## src/rtl/core/bart_pkg.sv

```systemverilog
// shared types and constants of the block average reference tracker
`timescale 1ns / 1ps

package bart_pkg;

  // samples per averaging block, range 2 to 128
  localparam int unsigned BLOCK_LEN = 100;
  localparam logic [7:0] BlockLenW = 8'(BLOCK_LEN);

  // block mean as a reciprocal multiply, exact for every 16-bit block sum
  localparam int unsigned MeanShift = 16 + $clog2(BLOCK_LEN);
  localparam logic [17:0] MeanRecip = 18'((1 << MeanShift) / BLOCK_LEN + 1);

  localparam logic [7:0] RefOffset  = 8'd180;
  localparam logic [7:0] LevelReset = 8'd127;

  // queue between front and back
  localparam int unsigned QDepth = 2;
  localparam int unsigned QAw    = $clog2(QDepth);
  localparam int unsigned QCw    = $clog2(QDepth + 1);

  // requests the block can hold at once: front stage, queue, back, result register
  localparam int unsigned ItemCap = QDepth + 3;

  typedef enum logic [1:0] {
    REG_GAIN    = 2'd0,
    REG_RED_THR = 2'd1,
    REG_IR_THR  = 2'd2
  } cfg_reg_e;

  typedef enum logic [2:0] {
    BK_IDLE,
    BK_MEAN,
    BK_LVL,
    BK_NUM,
    BK_REF,
    BK_OUT
  } back_state_e;

  typedef struct packed {
    logic [5:0] gain;
    logic [7:0] red_thr;
    logic [7:0] ir_thr;
  } cfg_t;

  typedef struct packed {
    logic        ch;
    logic [13:0] dc;
    logic [7:0]  sbyte;
  } item_t;

  typedef struct packed {
    logic        ch;
    logic [13:0] dc;
    logic        done;
    logic [7:0]  lvl;
    logic [7:0]  refv;
  } result_t;

endpackage

```

## src/rtl/core/bart_front.sv

```systemverilog
// front stage: takes requests and splits the raw word into dc level and sample byte
`timescale 1ns / 1ps

module bart_front import bart_pkg::*; (
  input  logic        clk_i,
  input  logic        rst_ni,
  input  logic        push_i,
  output logic        full_o,
  input  logic        channel_i,
  input  logic [15:0] raw_i,
  input  logic        q_full_i,
  output logic        q_push_o,
  output item_t       item_o
);

  logic  vld_q, vld_d;
  item_t item_q;
  logic  take;

  assign q_push_o = vld_q && !q_full_i;
  assign full_o   = vld_q && q_full_i;
  assign take     = push_i && !full_o;
  assign item_o   = item_q;

  always_comb begin
    vld_d = vld_q;
    if (take) begin
      vld_d = 1'b1;
    end else if (q_push_o) begin
      vld_d = 1'b0;
    end
  end

  always_ff @(posedge clk_i or negedge rst_ni) begin
    if (!rst_ni) begin
      vld_q <= 1'b0;
    end else begin
      vld_q <= vld_d;
    end
  end

  always_ff @(posedge clk_i) begin
    if (take) begin
      item_q.ch    <= channel_i;
      item_q.dc    <= raw_i[15:2];
      item_q.sbyte <= raw_i[14:7];
    end
  end

endmodule

```

## src/rtl/core/bart_fifo.sv

```systemverilog
// short request queue between front and back
`timescale 1ns / 1ps

module bart_fifo import bart_pkg::*; (
  input  logic  clk_i,
  input  logic  rst_ni,
  input  logic  push_i,
  input  item_t data_i,
  output logic  full_o,
  input  logic  pop_i,
  output logic  empty_o,
  output item_t data_o
);

  item_t            mem_q [QDepth];
  logic [QAw-1:0]   wptr_q, rptr_q;
  logic [QCw-1:0]   cnt_q, cnt_d;

  assign full_o  = (cnt_q == QCw'(QDepth));
  assign empty_o = (cnt_q == '0);
  assign data_o  = mem_q[rptr_q];

  always_comb begin
    cnt_d = cnt_q;
    if (push_i && !pop_i) begin
      cnt_d = cnt_q + QCw'(1);
    end else if (pop_i && !push_i) begin
      cnt_d = cnt_q - QCw'(1);
    end
  end

  always_ff @(posedge clk_i or negedge rst_ni) begin
    if (!rst_ni) begin
      wptr_q <= '0;
      rptr_q <= '0;
      cnt_q  <= '0;
    end else begin
      cnt_q <= cnt_d;
      if (push_i) begin
        wptr_q <= QAw'(wptr_q + QAw'(1));
      end
      if (pop_i) begin
        rptr_q <= QAw'(rptr_q + QAw'(1));
      end
    end
  end

  always_ff @(posedge clk_i) begin
    if (push_i) begin
      mem_q[wptr_q] <= data_i;
    end
  end

endmodule

```

## src/rtl/core/bart_div.sv

```systemverilog
// restoring divider, one quotient bit per cycle
`timescale 1ns / 1ps

module bart_div import bart_pkg::*; (
  input  logic        clk_i,
  input  logic        rst_ni,
  input  logic        start_i,
  input  logic [15:0] dividend_i,
  input  logic [7:0]  divisor_i,
  output logic        done_o,
  output logic [15:0] quot_o
);

  logic        busy_q, done_q;
  logic [3:0]  cnt_q;
  logic [15:0] dvd_q;
  logic [7:0]  rem_q, dsr_q;
  logic [8:0]  trial;
  logic        ge;

  assign trial  = {rem_q, dvd_q[15]};
  assign ge     = trial >= {1'b0, dsr_q};
  assign done_o = done_q;
  assign quot_o = dvd_q;

  always_ff @(posedge clk_i or negedge rst_ni) begin
    if (!rst_ni) begin
      busy_q <= 1'b0;
      done_q <= 1'b0;
      cnt_q  <= '0;
    end else begin
      done_q <= 1'b0;
      if (start_i) begin
        busy_q <= 1'b1;
        cnt_q  <= 4'd15;
      end else if (busy_q) begin
        cnt_q <= cnt_q - 4'd1;
        if (cnt_q == '0) begin
          busy_q <= 1'b0;
          done_q <= 1'b1;
        end
      end
    end
  end

  always_ff @(posedge clk_i) begin
    if (start_i) begin
      dvd_q <= dividend_i;
      rem_q <= '0;
      dsr_q <= divisor_i;
    end else if (busy_q) begin
      dvd_q <= {dvd_q[14:0], ge};
      rem_q <= ge ? 8'(trial - {1'b0, dsr_q}) : trial[7:0];
    end
  end

endmodule

```

## src/rtl/core/bart_back.sv

```systemverilog
// back end: per channel accumulation, block mean, hysteresis and reference
`timescale 1ns / 1ps

module bart_back import bart_pkg::*; (
  input  logic    clk_i,
  input  logic    rst_ni,
  input  cfg_t    cfg_i,
  input  logic    q_empty_i,
  input  item_t   q_item_i,
  output logic    q_pop_o,
  input  logic    res_take_i,
  output logic    res_valid_o,
  output result_t res_o
);

  back_state_e state_q, state_d;

  logic [6:0]  cnt_q [2];
  logic [15:0] sum_q [2];
  logic [7:0]  lvl_q [2];
  logic [7:0]  ref_q [2];

  logic        cur_ch_q;
  logic [13:0] cur_dc_q;
  logic [15:0] cur_sum_q;
  logic [7:0]  mean_q;
  logic        res_valid_q;
  result_t     res_q, res_d;

  logic        ch;
  logic [6:0]  cnt_inc;
  logic [15:0] sum_add;
  logic        blk_end;
  logic        out_free;
  logic [7:0]  lvl_cur, diff, thr;
  logic [13:0] prod;
  logic [15:0] numer;
  logic [33:0] mean_prod;
  logic [7:0]  mean_d;

  logic        acc_we, cur_load, mean_load, lvl_we, ref_we, res_load;
  logic        div_start, div_done;
  logic [15:0] div_dvd, div_quot;
  logic [7:0]  div_dsr;

  bart_div u_div (
    .clk_i      (clk_i),
    .rst_ni     (rst_ni),
    .start_i    (div_start),
    .dividend_i (div_dvd),
    .divisor_i  (div_dsr),
    .done_o     (div_done),
    .quot_o     (div_quot)
  );

  assign ch       = q_item_i.ch;
  assign cnt_inc  = cnt_q[ch] + 7'd1;
  assign sum_add  = sum_q[ch] + {8'd0, q_item_i.sbyte};
  assign blk_end  = ({1'b0, cnt_inc} >= BlockLenW) || (cnt_inc == '0);
  assign out_free = !res_valid_q || res_take_i;

  // block mean: sum times reciprocal, keep the low byte of the quotient
  assign mean_prod = 34'(cur_sum_q) * 34'(MeanRecip);
  assign mean_d    = mean_prod[MeanShift +: 8];

  assign lvl_cur = lvl_q[cur_ch_q];
  assign diff    = (mean_q >= lvl_cur) ? (mean_q - lvl_cur) : (lvl_cur - mean_q);
  assign thr     = cur_ch_q ? cfg_i.ir_thr : cfg_i.red_thr;
  assign prod    = 14'(cfg_i.gain) * 14'(lvl_cur);
  assign numer   = 16'(prod) + 16'(RefOffset);

  assign div_dvd = numer;
  assign div_dsr = 8'(cfg_i.gain) + 8'd1;

  assign res_valid_o = res_valid_q;
  assign res_o       = res_q;

  always_comb begin
    state_d   = state_q;
    q_pop_o   = 1'b0;
    acc_we    = 1'b0;
    cur_load  = 1'b0;
    mean_load = 1'b0;
    lvl_we    = 1'b0;
    ref_we    = 1'b0;
    res_load  = 1'b0;
    div_start = 1'b0;
    res_d     = res_q;
    case (state_q)
      BK_IDLE: begin
        if (!q_empty_i && out_free) begin
          q_pop_o = 1'b1;
          acc_we  = 1'b1;
          if (blk_end) begin
            cur_load = 1'b1;
            state_d  = BK_MEAN;
          end else begin
            res_load   = 1'b1;
            res_d.ch   = ch;
            res_d.dc   = q_item_i.dc;
            res_d.done = 1'b0;
            res_d.lvl  = lvl_q[ch];
            res_d.refv = ref_q[ch];
          end
        end
      end
      BK_MEAN: begin
        mean_load = 1'b1;
        state_d   = BK_LVL;
      end
      BK_LVL: begin
        lvl_we  = diff > thr;
        state_d = BK_NUM;
      end
      BK_NUM: begin
        div_start = 1'b1;
        state_d   = BK_REF;
      end
      BK_REF: begin
        if (div_done) begin
          ref_we  = 1'b1;
          state_d = BK_OUT;
        end
      end
      BK_OUT: begin
        if (out_free) begin
          res_load   = 1'b1;
          res_d.ch   = cur_ch_q;
          res_d.dc   = cur_dc_q;
          res_d.done = 1'b1;
          res_d.lvl  = lvl_cur;
          res_d.refv = ref_q[cur_ch_q];
          state_d    = BK_IDLE;
        end
      end
      default: begin
        state_d = BK_IDLE;
      end
    endcase
  end

  always_ff @(posedge clk_i or negedge rst_ni) begin
    if (!rst_ni) begin
      state_q     <= BK_IDLE;
      res_valid_q <= 1'b0;
      cnt_q[0]    <= '0;
      cnt_q[1]    <= '0;
      sum_q[0]    <= '0;
      sum_q[1]    <= '0;
      lvl_q[0]    <= LevelReset;
      lvl_q[1]    <= LevelReset;
      ref_q[0]    <= '0;
      ref_q[1]    <= '0;
    end else begin
      state_q <= state_d;
      if (res_load) begin
        res_valid_q <= 1'b1;
      end else if (res_take_i) begin
        res_valid_q <= 1'b0;
      end
      if (acc_we) begin
        cnt_q[ch] <= blk_end ? '0 : cnt_inc;
        sum_q[ch] <= blk_end ? '0 : sum_add;
      end
      if (lvl_we) begin
        lvl_q[cur_ch_q] <= mean_q;
      end
      if (ref_we) begin
        ref_q[cur_ch_q] <= div_quot[7:0];
      end
    end
  end

  always_ff @(posedge clk_i) begin
    if (cur_load) begin
      cur_ch_q  <= ch;
      cur_dc_q  <= q_item_i.dc;
      cur_sum_q <= sum_add;
    end
    if (mean_load) begin
      mean_q <= mean_d;
    end
    if (res_load) begin
      res_q <= res_d;
    end
  end

endmodule

```

## src/rtl/core/block_average_reference_tracker_core.sv

```systemverilog
// top level of the block average reference tracker
`timescale 1ns / 1ps

// two channel block average reference tracker. each request carries one raw
// 16-bit converter word and its channel (0 red, 1 infrared) and gives exactly
// one result: the dc level (word >> 2), a block done flag and the channel's
// tracked level and reference after this sample. bits 14:7 of the word are
// summed per channel; every BLOCK_LEN samples the block mean replaces the
// tracked level when it moved by more than that channel's threshold, and the
// reference becomes (180 + gain*level) / (1 + gain). a sample that does not
// end a block passes the back end directly into the result register, so such
// requests flow at one per cycle while the result register is free or being
// popped. a sample that ends a block holds the back end while it steps
// through: accumulate, block mean by reciprocal multiply, hysteresis compare,
// divider start, the divider making one quotient bit per cycle for the
// reference, and loading the result once the result register is free.
// meanwhile the front register and a two entry queue keep taking requests until they fill. configuration
// writes are always ready and should only be issued while the block is idle.
module block_average_reference_tracker_core import bart_pkg::*; (
  input  logic        clk_i,
  input  logic        rst_ni,
  // request side
  input  logic        push,
  output logic        full,
  input  logic        channel_i,
  input  logic [15:0] raw_sample_i,
  // result side
  output logic        empty,
  input  logic        pop,
  output logic        out_channel_o,
  output logic [13:0] dc_level_o,
  output logic        block_done_o,
  output logic [7:0]  tracked_level_o,
  output logic [7:0]  reference_o,
  // configuration writes
  input  logic        cfg_valid_i,
  output logic        cfg_ready_o,
  input  logic [1:0]  cfg_index_i,
  input  logic [7:0]  cfg_data_i
);

  cfg_t    cfg_q;
  logic    q_push, q_full, q_pop, q_empty;
  item_t   fr_item, q_item;
  logic    res_valid;
  result_t res;

  // register file, unknown indexes are dropped
  assign cfg_ready_o = 1'b1;

  always_ff @(posedge clk_i or negedge rst_ni) begin
    if (!rst_ni) begin
      cfg_q.gain    <= 6'd1;
      cfg_q.red_thr <= 8'd2;
      cfg_q.ir_thr  <= 8'd1;
    end else if (cfg_valid_i && cfg_ready_o) begin
      case (cfg_index_i)
        REG_GAIN:    cfg_q.gain    <= cfg_data_i[5:0];
        REG_RED_THR: cfg_q.red_thr <= cfg_data_i;
        REG_IR_THR:  cfg_q.ir_thr  <= cfg_data_i;
        default: begin
        end
      endcase
    end
  end

  // front: input register and field split
  bart_front u_front (
    .clk_i     (clk_i),
    .rst_ni    (rst_ni),
    .push_i    (push),
    .full_o    (full),
    .channel_i (channel_i),
    .raw_i     (raw_sample_i),
    .q_full_i  (q_full),
    .q_push_o  (q_push),
    .item_o    (fr_item)
  );

  // decoupling queue
  bart_fifo u_fifo (
    .clk_i   (clk_i),
    .rst_ni  (rst_ni),
    .push_i  (q_push),
    .data_i  (fr_item),
    .full_o  (q_full),
    .pop_i   (q_pop),
    .empty_o (q_empty),
    .data_o  (q_item)
  );

  // back: accumulation, divider, result register
  bart_back u_back (
    .clk_i       (clk_i),
    .rst_ni      (rst_ni),
    .cfg_i       (cfg_q),
    .q_empty_i   (q_empty),
    .q_item_i    (q_item),
    .q_pop_o     (q_pop),
    .res_take_i  (pop && res_valid),
    .res_valid_o (res_valid),
    .res_o       (res)
  );

  assign empty           = !res_valid;
  assign out_channel_o   = res.ch;
  assign dc_level_o      = res.dc;
  assign block_done_o    = res.done;
  assign tracked_level_o = res.lvl;
  assign reference_o     = res.refv;

endmodule

```

## config.mk

```make
export PLATFORM = sky130hd
export DESIGN_NAME = block_average_reference_tracker_core
export DESIGN_NICKNAME = d
export VERILOG_FILES = /design/src/rtl/core/bart_pkg.sv /design/src/rtl/core/bart_front.sv /design/src/rtl/core/bart_fifo.sv /design/src/rtl/core/bart_div.sv /design/src/rtl/core/bart_back.sv /design/src/rtl/core/block_average_reference_tracker_core.sv
export SDC_FILE = /design/constraint.sdc
export NUM_CORES = 1
export LEC_CHECK = 0
export CORE_ASPECT_RATIO = 2
export CORE_MARGIN = 10
export CORE_UTILIZATION = 50
export DETAILED_ROUTE_END_ITERATION = 16
export DONT_BUFFER_PORTS = 1
export GPL_ROUTABILITY_DRIVEN = 0
export PLACE_DENSITY = 0.74
export SYNTH_ARGS = -nofsm -noshare
export SYNTH_HDL_FRONTEND = slang
export SYNTH_SLANG_ARGS = --single-unit
```

## constraint.sdc

```tcl
create_clock -name clk_i -period 6.05 [get_ports clk_i]
set_input_delay 0.605 -clock clk_i [delete_from_list [all_inputs] [get_ports clk_i]]
set_output_delay 0.605 -clock clk_i [all_outputs]
set_load 0.01 [all_outputs]
```

Yosys cells after proc, flatten, opt, wreduce, memory -nomap -nowiden
Memories as Yosys holds them, arrays and structs flattened.
Index checks and enable logic that the tools add are counted.
Word-level totals
  register bits: 241
  ROM bits: 0
  memories kept: 1
  output and inout bits: 35
  memory bits (writable): 46
  bits in latches: 0
  word-level logic and storage cells: 179
  bits of input ports: 32
Memory list
  u_fifo.mem_q: words 2, bits a word 23, rd ports 1, clocked after memory_dff 0, wr ports 1, RTL line bart_fifo.sv:15  | item_t mem_q [QDepth];
Cells by class
  multipliers: 2
  bitwise operators: 2
  div/mod/pow operators: 0
  add/subtract/negate cells: 12
  $lt $le $gt $ge: 8
  equality and inequality tests: 13
  reduce and logical (&&, ||, !) cells: 32
  mux-type cells: 74
  shift-type cells: 0
Operators with widths (count)
  $mux W8: 16
  $mux W16: 7
  $mux W32: 3
  $pmux W32 S2: 1
  $mux W7: 5
  $bwmux W16: 2
  $bwmux W32: 1
  $mul A16 B17 Y31 const B: 1
  $mux W1: 25
  $sub A8 B8 Y8: 3
  $pmux W3 S6: 1
  $add A16 B8 Y16: 1
  $demux W16 S1: 1
  $add A14 B8 Y15 const B: 1
  $bwmux W14: 1
  $mul A6 B8 Y14: 1
  $mux W3: 4
  $reduce_bool A2 Y1: 5
  $ge A9 B8 Y1: 1
  $logic_and A1 B1 Y1: 9
  $demux W8 S1: 1
  $ge A8 B8 Y1: 1
  $gt A8 B8 Y1: 1
  $mux W4: 2
  29 further kinds: 49

Logic depth before layout (Yosys ltp)
An unclocked memory read counts as a cell.
  depth after elaboration: 12
  mapped depth: 24
  mapped depth without buffers: 21

Cells and area by module
Synthesis repeated with hierarchy kept, for this count alone.
Unflattened totals
  cells, all modules: 1688
  area, all modules: 19727.7 um2
Modules (own cells, without submodules)
  bart_back: times used 1, area an instance 14332.5 um2, cells an instance 1342, sequential area each 4201.5 um2
  bart_div: times used 1, area an instance 2013.2 um2, cells an instance 179, sequential area each 1031.0 um2
  bart_fifo: times used 1, area an instance 1949.4 um2, cells an instance 88, sequential area each 1481.4 um2
  block_average_reference_tracker_core: times used 1, area an instance 864.6 um2, cells an instance 51, sequential area each 554.3 um2
  bart_front: times used 1, area an instance 568.0 um2, cells an instance 28, sequential area each 475.5 um2

Worst setup path after synthesis
No wires, ideal clock.
  path kind: register to register
  start point: reg u_back.cur_ch_q
  end point: reg u_back.lvl_q[15] (netlist name)
  library setup time: 125 ps
  period minus slack after synthesis: 5481 ps
  setup slack: 569 ps
  data required time: 5925 ps
  cell stages (with the launch flop): 19
  arrival: 5356 ps
  path buffers: 3
  path through: edfxtp_1 clkbuf_1 clkbuf_1 mux2_2 ha_1 o21ai_0 a31o_2 a21oi_1 mux2_2 o311ai_0 o311ai_0 a211o_1 ha_1 nand4_1 o21ai_0 o2111a_1 nor2b_1 clkbuf_1 mux2_2
On the way
  cells in the longest elaborated chain, start to end: 8
RTL lines
  from (decl): RTL line bart_back.sv:23  | logic cur_ch_q;
  from (signal assigned): RTL line bart_back.sv:176  | cur_ch_q <= ch;
  $not A1 Y2 (not written as such): RTL line bart_back.sv:66, bart_back.sv:166
  $mux W8 (not written as such) (3 in a row): RTL line bart_back.sv:66  | assign lvl_cur = lvl_q[cur_ch_q];
  $sub A8 B8 Y8 or $ge A8 B8 Y1 (tied branches): RTL line bart_back.sv:67  | assign diff = (mean_q >= lvl_cur) ? (mean_q - lvl_cur) : (lvl_cur - mean_q);
  $mux W8: RTL line bart_back.sv:67
  $gt A8 B8 Y1: RTL line bart_back.sv:112  | lvl_we = diff > thr;
  $mux W1: RTL line bart_back.sv:89  | case (state_q)
  to (signal, indexed assignment): RTL line bart_back.sv:166  | lvl_q[cur_ch_q] <= mean_q;
  to (decl): RTL line bart_back.sv:20  | logic [7:0] lvl_q [2];
Several ways; a longest one is shown, not always the timed one. The select of a mux whose other input is x is not followed.
A chain may end at the register's enable or synchronous reset.

Worst setup path in the final report
  start point: reg u_back.cur_sum_q[15]
  end point: reg u_back.mean_q[6] (data pin)
On the way
  cells in the longest elaborated chain, start to end: 1
RTL lines
  from (decl): RTL line bart_back.sv:25  | logic [15:0] cur_sum_q;
  from (signal assigned): RTL line bart_back.sv:178  | cur_sum_q <= sum_add;
  $mul A16 B17 Y31: RTL line bart_back.sv:63  | assign mean_prod = 34'(cur_sum_q) * 34'(MeanRecip);
  named net u_back.mean_d[6]: RTL line bart_back.sv:39  | logic [7:0] mean_d;
  to (signal assigned): RTL line bart_back.sv:181  | mean_q <= mean_d;
  to (decl): RTL line bart_back.sv:26  | logic [7:0] mean_q;
The timed path passes the listed nets, and every way through them passes these cells.

==> flow_metrics.tcl <==
set metrics [dict create \
    start_kind "flip-flop" \
    tritoncts "done" \
    critPathKind "flip-flop to flip-flop" \
    synth-seq-cells 262 \
    num_rows 100 \
    cts.path.max_buffers 3 \
    wl_met1_um 13900 \
    synthDistinctLibCells 68 \
    drive_gt1_frac 0.118 \
    cp_data_arrival_time_ns 6.06 \
    synth_cells 1711 \
    worstReg2RegStart "u_back.cur_sum_q[15]" \
    tightest_slew_ns 1.01 \
    period_share 0.954 \
    critPathCaptureType "flip-flop" \
    final_nets 2095 \
    hpwl_um 33900 \
    io_pins 67 \
    worstSetupPathDepth 19 \
    cts_max_level 1 \
    gr-usage-all-layers 0.189 \
    relSlewSlack 0.323 \
    grt_max_degree 116 \
    violations "hold timing" \
    fmax_ghz 0.173 \
    reg2reg_setup_slack_ns 0.28 \
    drv_cap 0 \
    gr-total-overflow 0 \
    setup_viol 0 \
    start_util 0.503 \
    layout_common_cells "inv_1, nand2_1, ha_1, edfxtp_1, fa_1" \
    cp.buffers_inverters 4 \
    path_cells "fa_1, inv_1, fa_1, inv_1, fa_1, fa_1, fa_1, inv_1, fa_1, inv_1, ha_1, and4_1, nand3_1, nor2_1, a2bb2oi_2, a21o_1, nand2b_1, a21oi_1, xnor2_1" \
    vias 12400 \
    top_layer "met4" \
    die_area_mm2 0.0458 \
    async_flop_share 0.439 \
    antenna_left 0 \
    r2r_cells 19 \
    reg2reg_to "u_back.mean_q[6]" \
    cts_root_buf "clkbuf_16" \
    seq_area_frac_synth 0.388 \
    cp-endpoint "u_back.mean_q[6]" \
    syn2layout_area_growth_pct 8.32 \
    critPathTopFamily "adder cells" \
    grt_pass1_wl_um 68500 \
    synth_top_flop_cell "edfxtp_1" \
    fin_crit_ns 5.77 \
    final_common_cell "inv_1" \
    via_per_inst 5.60 \
    crit_start "u_back.cur_sum_q[15]" \
    grt_pass1_vias 13400 \
    drt-initial-drc-count 581 \
    path_clk_slew_ns 0.07 \
    cts_buffers 25 \
    cts_sinks 262 \
    syn_area_mm2 0.0186 \
    hold_ws_ns -0.00622 \
    num_antenna_cells 0 \
    ir_drop_v 0.000207 \
    finalWirelength_um 42700 \
    slew_viol_final 0 \
    chipHeight_um 293 \
    dr.pass1.iters 5 \
    place_ws_ns 0.131 \
    leakagePower_uw 0.00962 \
    critPathMaxFanout 7 \
    path_common_cell "fa_1" \
    critPathMaxStageDelay_ns 0.54 \
    setup_slack_ns 0.279 \
    syn_area_per_cell_um2 10.9 \
    fin_worst_skew_ns 0.0132 \
    holdCritPathClass "input port to asynchronous set/reset pin" \
    wl_met3_um 1240 \
    coreArea_mm2 0.0370 \
    hold_viol 1 \
    slowest_stage "fa_1" \
    worstPathRequired_ns 6.34 \
    antenna_found_initial 0 \
    fillCellCount 3113 \
    die_w_um 156 \
    io_buffers 0 \
    power_density_mw_per_mm2 204 \
    met2_wirelength_um 24700 \
    ys_warn_count 0 \
    avgRoutedWirePerCell_um 19.3 \
    drc_errors 0 \
    outcome "finished, violations left" \
    insertion_delay_ns 0.55 \
    synth_fp_nets 2073 \
    synth_edf_count 139 \
]
-- per-stage QoR --
| stage | instance area, µm² | setup TNS [ns] | power, µW | utilization | instances |
|---|---|---|---|---|---|
| after floorplan | 18600 | 0 | 2400 | - | 1711 |
| after global placement | 19300 | 0 | 2520 | 0.520 | 2160 |
| after detailed placement | 19300 | 0 | 2540 | 0.520 | 2160 |
| after CTS | 20100 | 0 | 4150 | 0.544 | 2207 |
| after global routing | 20200 | -0.00211 | 4260 | 0.545 | 2211 |
| final | 20200 | 0 | 4130 | 0.545 | 2211 |
-- worst register-to-register path, cell delays in order, from the launching register on --
cell and delay [ns]:
edfxtp_1 0.46, fa_1 0.54, inv_1 0.11, fa_1 0.53
inv_1 0.07, fa_1 0.53, fa_1 0.52, fa_1 0.54
inv_1 0.05, fa_1 0.52, inv_1 0.04, ha_1 0.37
and4_1 0.27, nand3_1 0.10, nor2_1 0.05, a2bb2oi_2 0.25
a21o_1 0.17, nand2b_1 0.09, a21oi_1 0.20, xnor2_1 0.09
-- report_power, final --
part | switching, µW | total, µW | internal, µW
clock network | 704 | 1600 | 894
registers | 69.8 | 2110 | 2040
logic | 269 | 420 | 151
-- layer usage --
layer | vias to the layer above | GRT usage
li1 | 5823 | -
met1 | 6149 | 0.176
met2 | 272 | 0.374
met3 | 134 | 0.0204
met4 | 0 | 0.113
met5 | - | 0
-- how the worst min path moves through the flow --
stage | endpoint | from | depth (start not counted) | slack [ns]
2_1_floorplan | cfg_q[10] | rst_ni | 0 | 0.31
3_3_place_gp | u_fifo.rptr_q | rst_ni | 0 | 0.32
3_5_place_dp | u_fifo.wptr_q | rst_ni | 0 | 0.32
4_1_cts | u_back.sum_q[18] | rst_ni | 1 | 0.03
5_1_grt | u_fifo.rptr_q | rst_ni | 1 | 0.03
6_report | u_fifo.rptr_q | rst_ni | 1 | -0.006
-- Yosys cell counts (8+ instances only) --
master	number	area share
a31oi_1	8	0.0027
dfrtp_1	98	0.13
fa_1	126	0.14
nand2b_1	13	0.0044
a21oi_1	59	0.016
nor2_1	54	0.011
nand3_1	29	0.0078
o21ai_0	47	0.013
dfxtp_1	8	0.0086
o21ai_1	29	0.0078
nand2_1	232	0.047
nor3_1	16	0.0043
a21o_1	27	0.011
edfxtp_1	139	0.22
mux2_2	94	0.057
mux2i_1	25	0.013
clkbuf_1	33	0.0066
nor2b_1	13	0.0044
dfstp_2	17	0.024
xnor2_1	40	0.019
nand4_1	8	0.0027
inv_1	238	0.048
a211oi_1	9	0.0036
xor2_1	20	0.0094
ha_1	204	0.14
and2_1	16	0.0054
-- layout make-up --
class,count,area [µm²],share of cell area
Multi-Input combinational cell,1166,10300,0.512
Sequential cell,262,7230,0.358
Inverter,242,908,0.0450
Clock buffer,31,678,0.0336
Tap cell,459,574,0.0285
Timing Repair Buffer,36,290,0.0144
Clock inverter,15,161,0.00800
-- cell families after synthesis --
kind of cell    Yosys count  synth area share
flops                   262             0.388
simple gates            419             0.101
other cells               1          0.000201
fa+ha+maj               330             0.272
mux                     120            0.0715
buf+inv                 283            0.0587
xor+xnor                 60            0.0282
compound gates          236            0.0798
-- repair_timing --
| action | in CTS | in global routing |
|---|---|---|
| endpoints found under the hold margin | 115 | 0 |
| setup endpoints to repair | 0 | 18 |
| hold buffers | 1 | 0 |
| buffers inserted | 0 | 4 |
| gates resized for setup | 0 | 3 |
-- flip-flops by register name, indices dropped and copies added (netlist names), 2 cells and up --
signal,cells
u_back.res_o,32
u_back.sum_q,32
u_fifo.mem_q,30
cfg_q,22
u_back.cur_sum_q,16
u_back.lvl_q,16
u_back.ref_q,16
u_back.u_div.quot_o,16
u_front.item_o,15
u_back.cnt_q,14
u_back.cur_dc_q,14
u_back.mean_q,8
u_back.u_div.rem_q,8
u_back.u_div.dsr_q,7
u_back.u_div.cnt_q,4
u_back.state_q,3
u_fifo.cnt_q,2
Note: power is estimated with default switching activity, not from simulation.
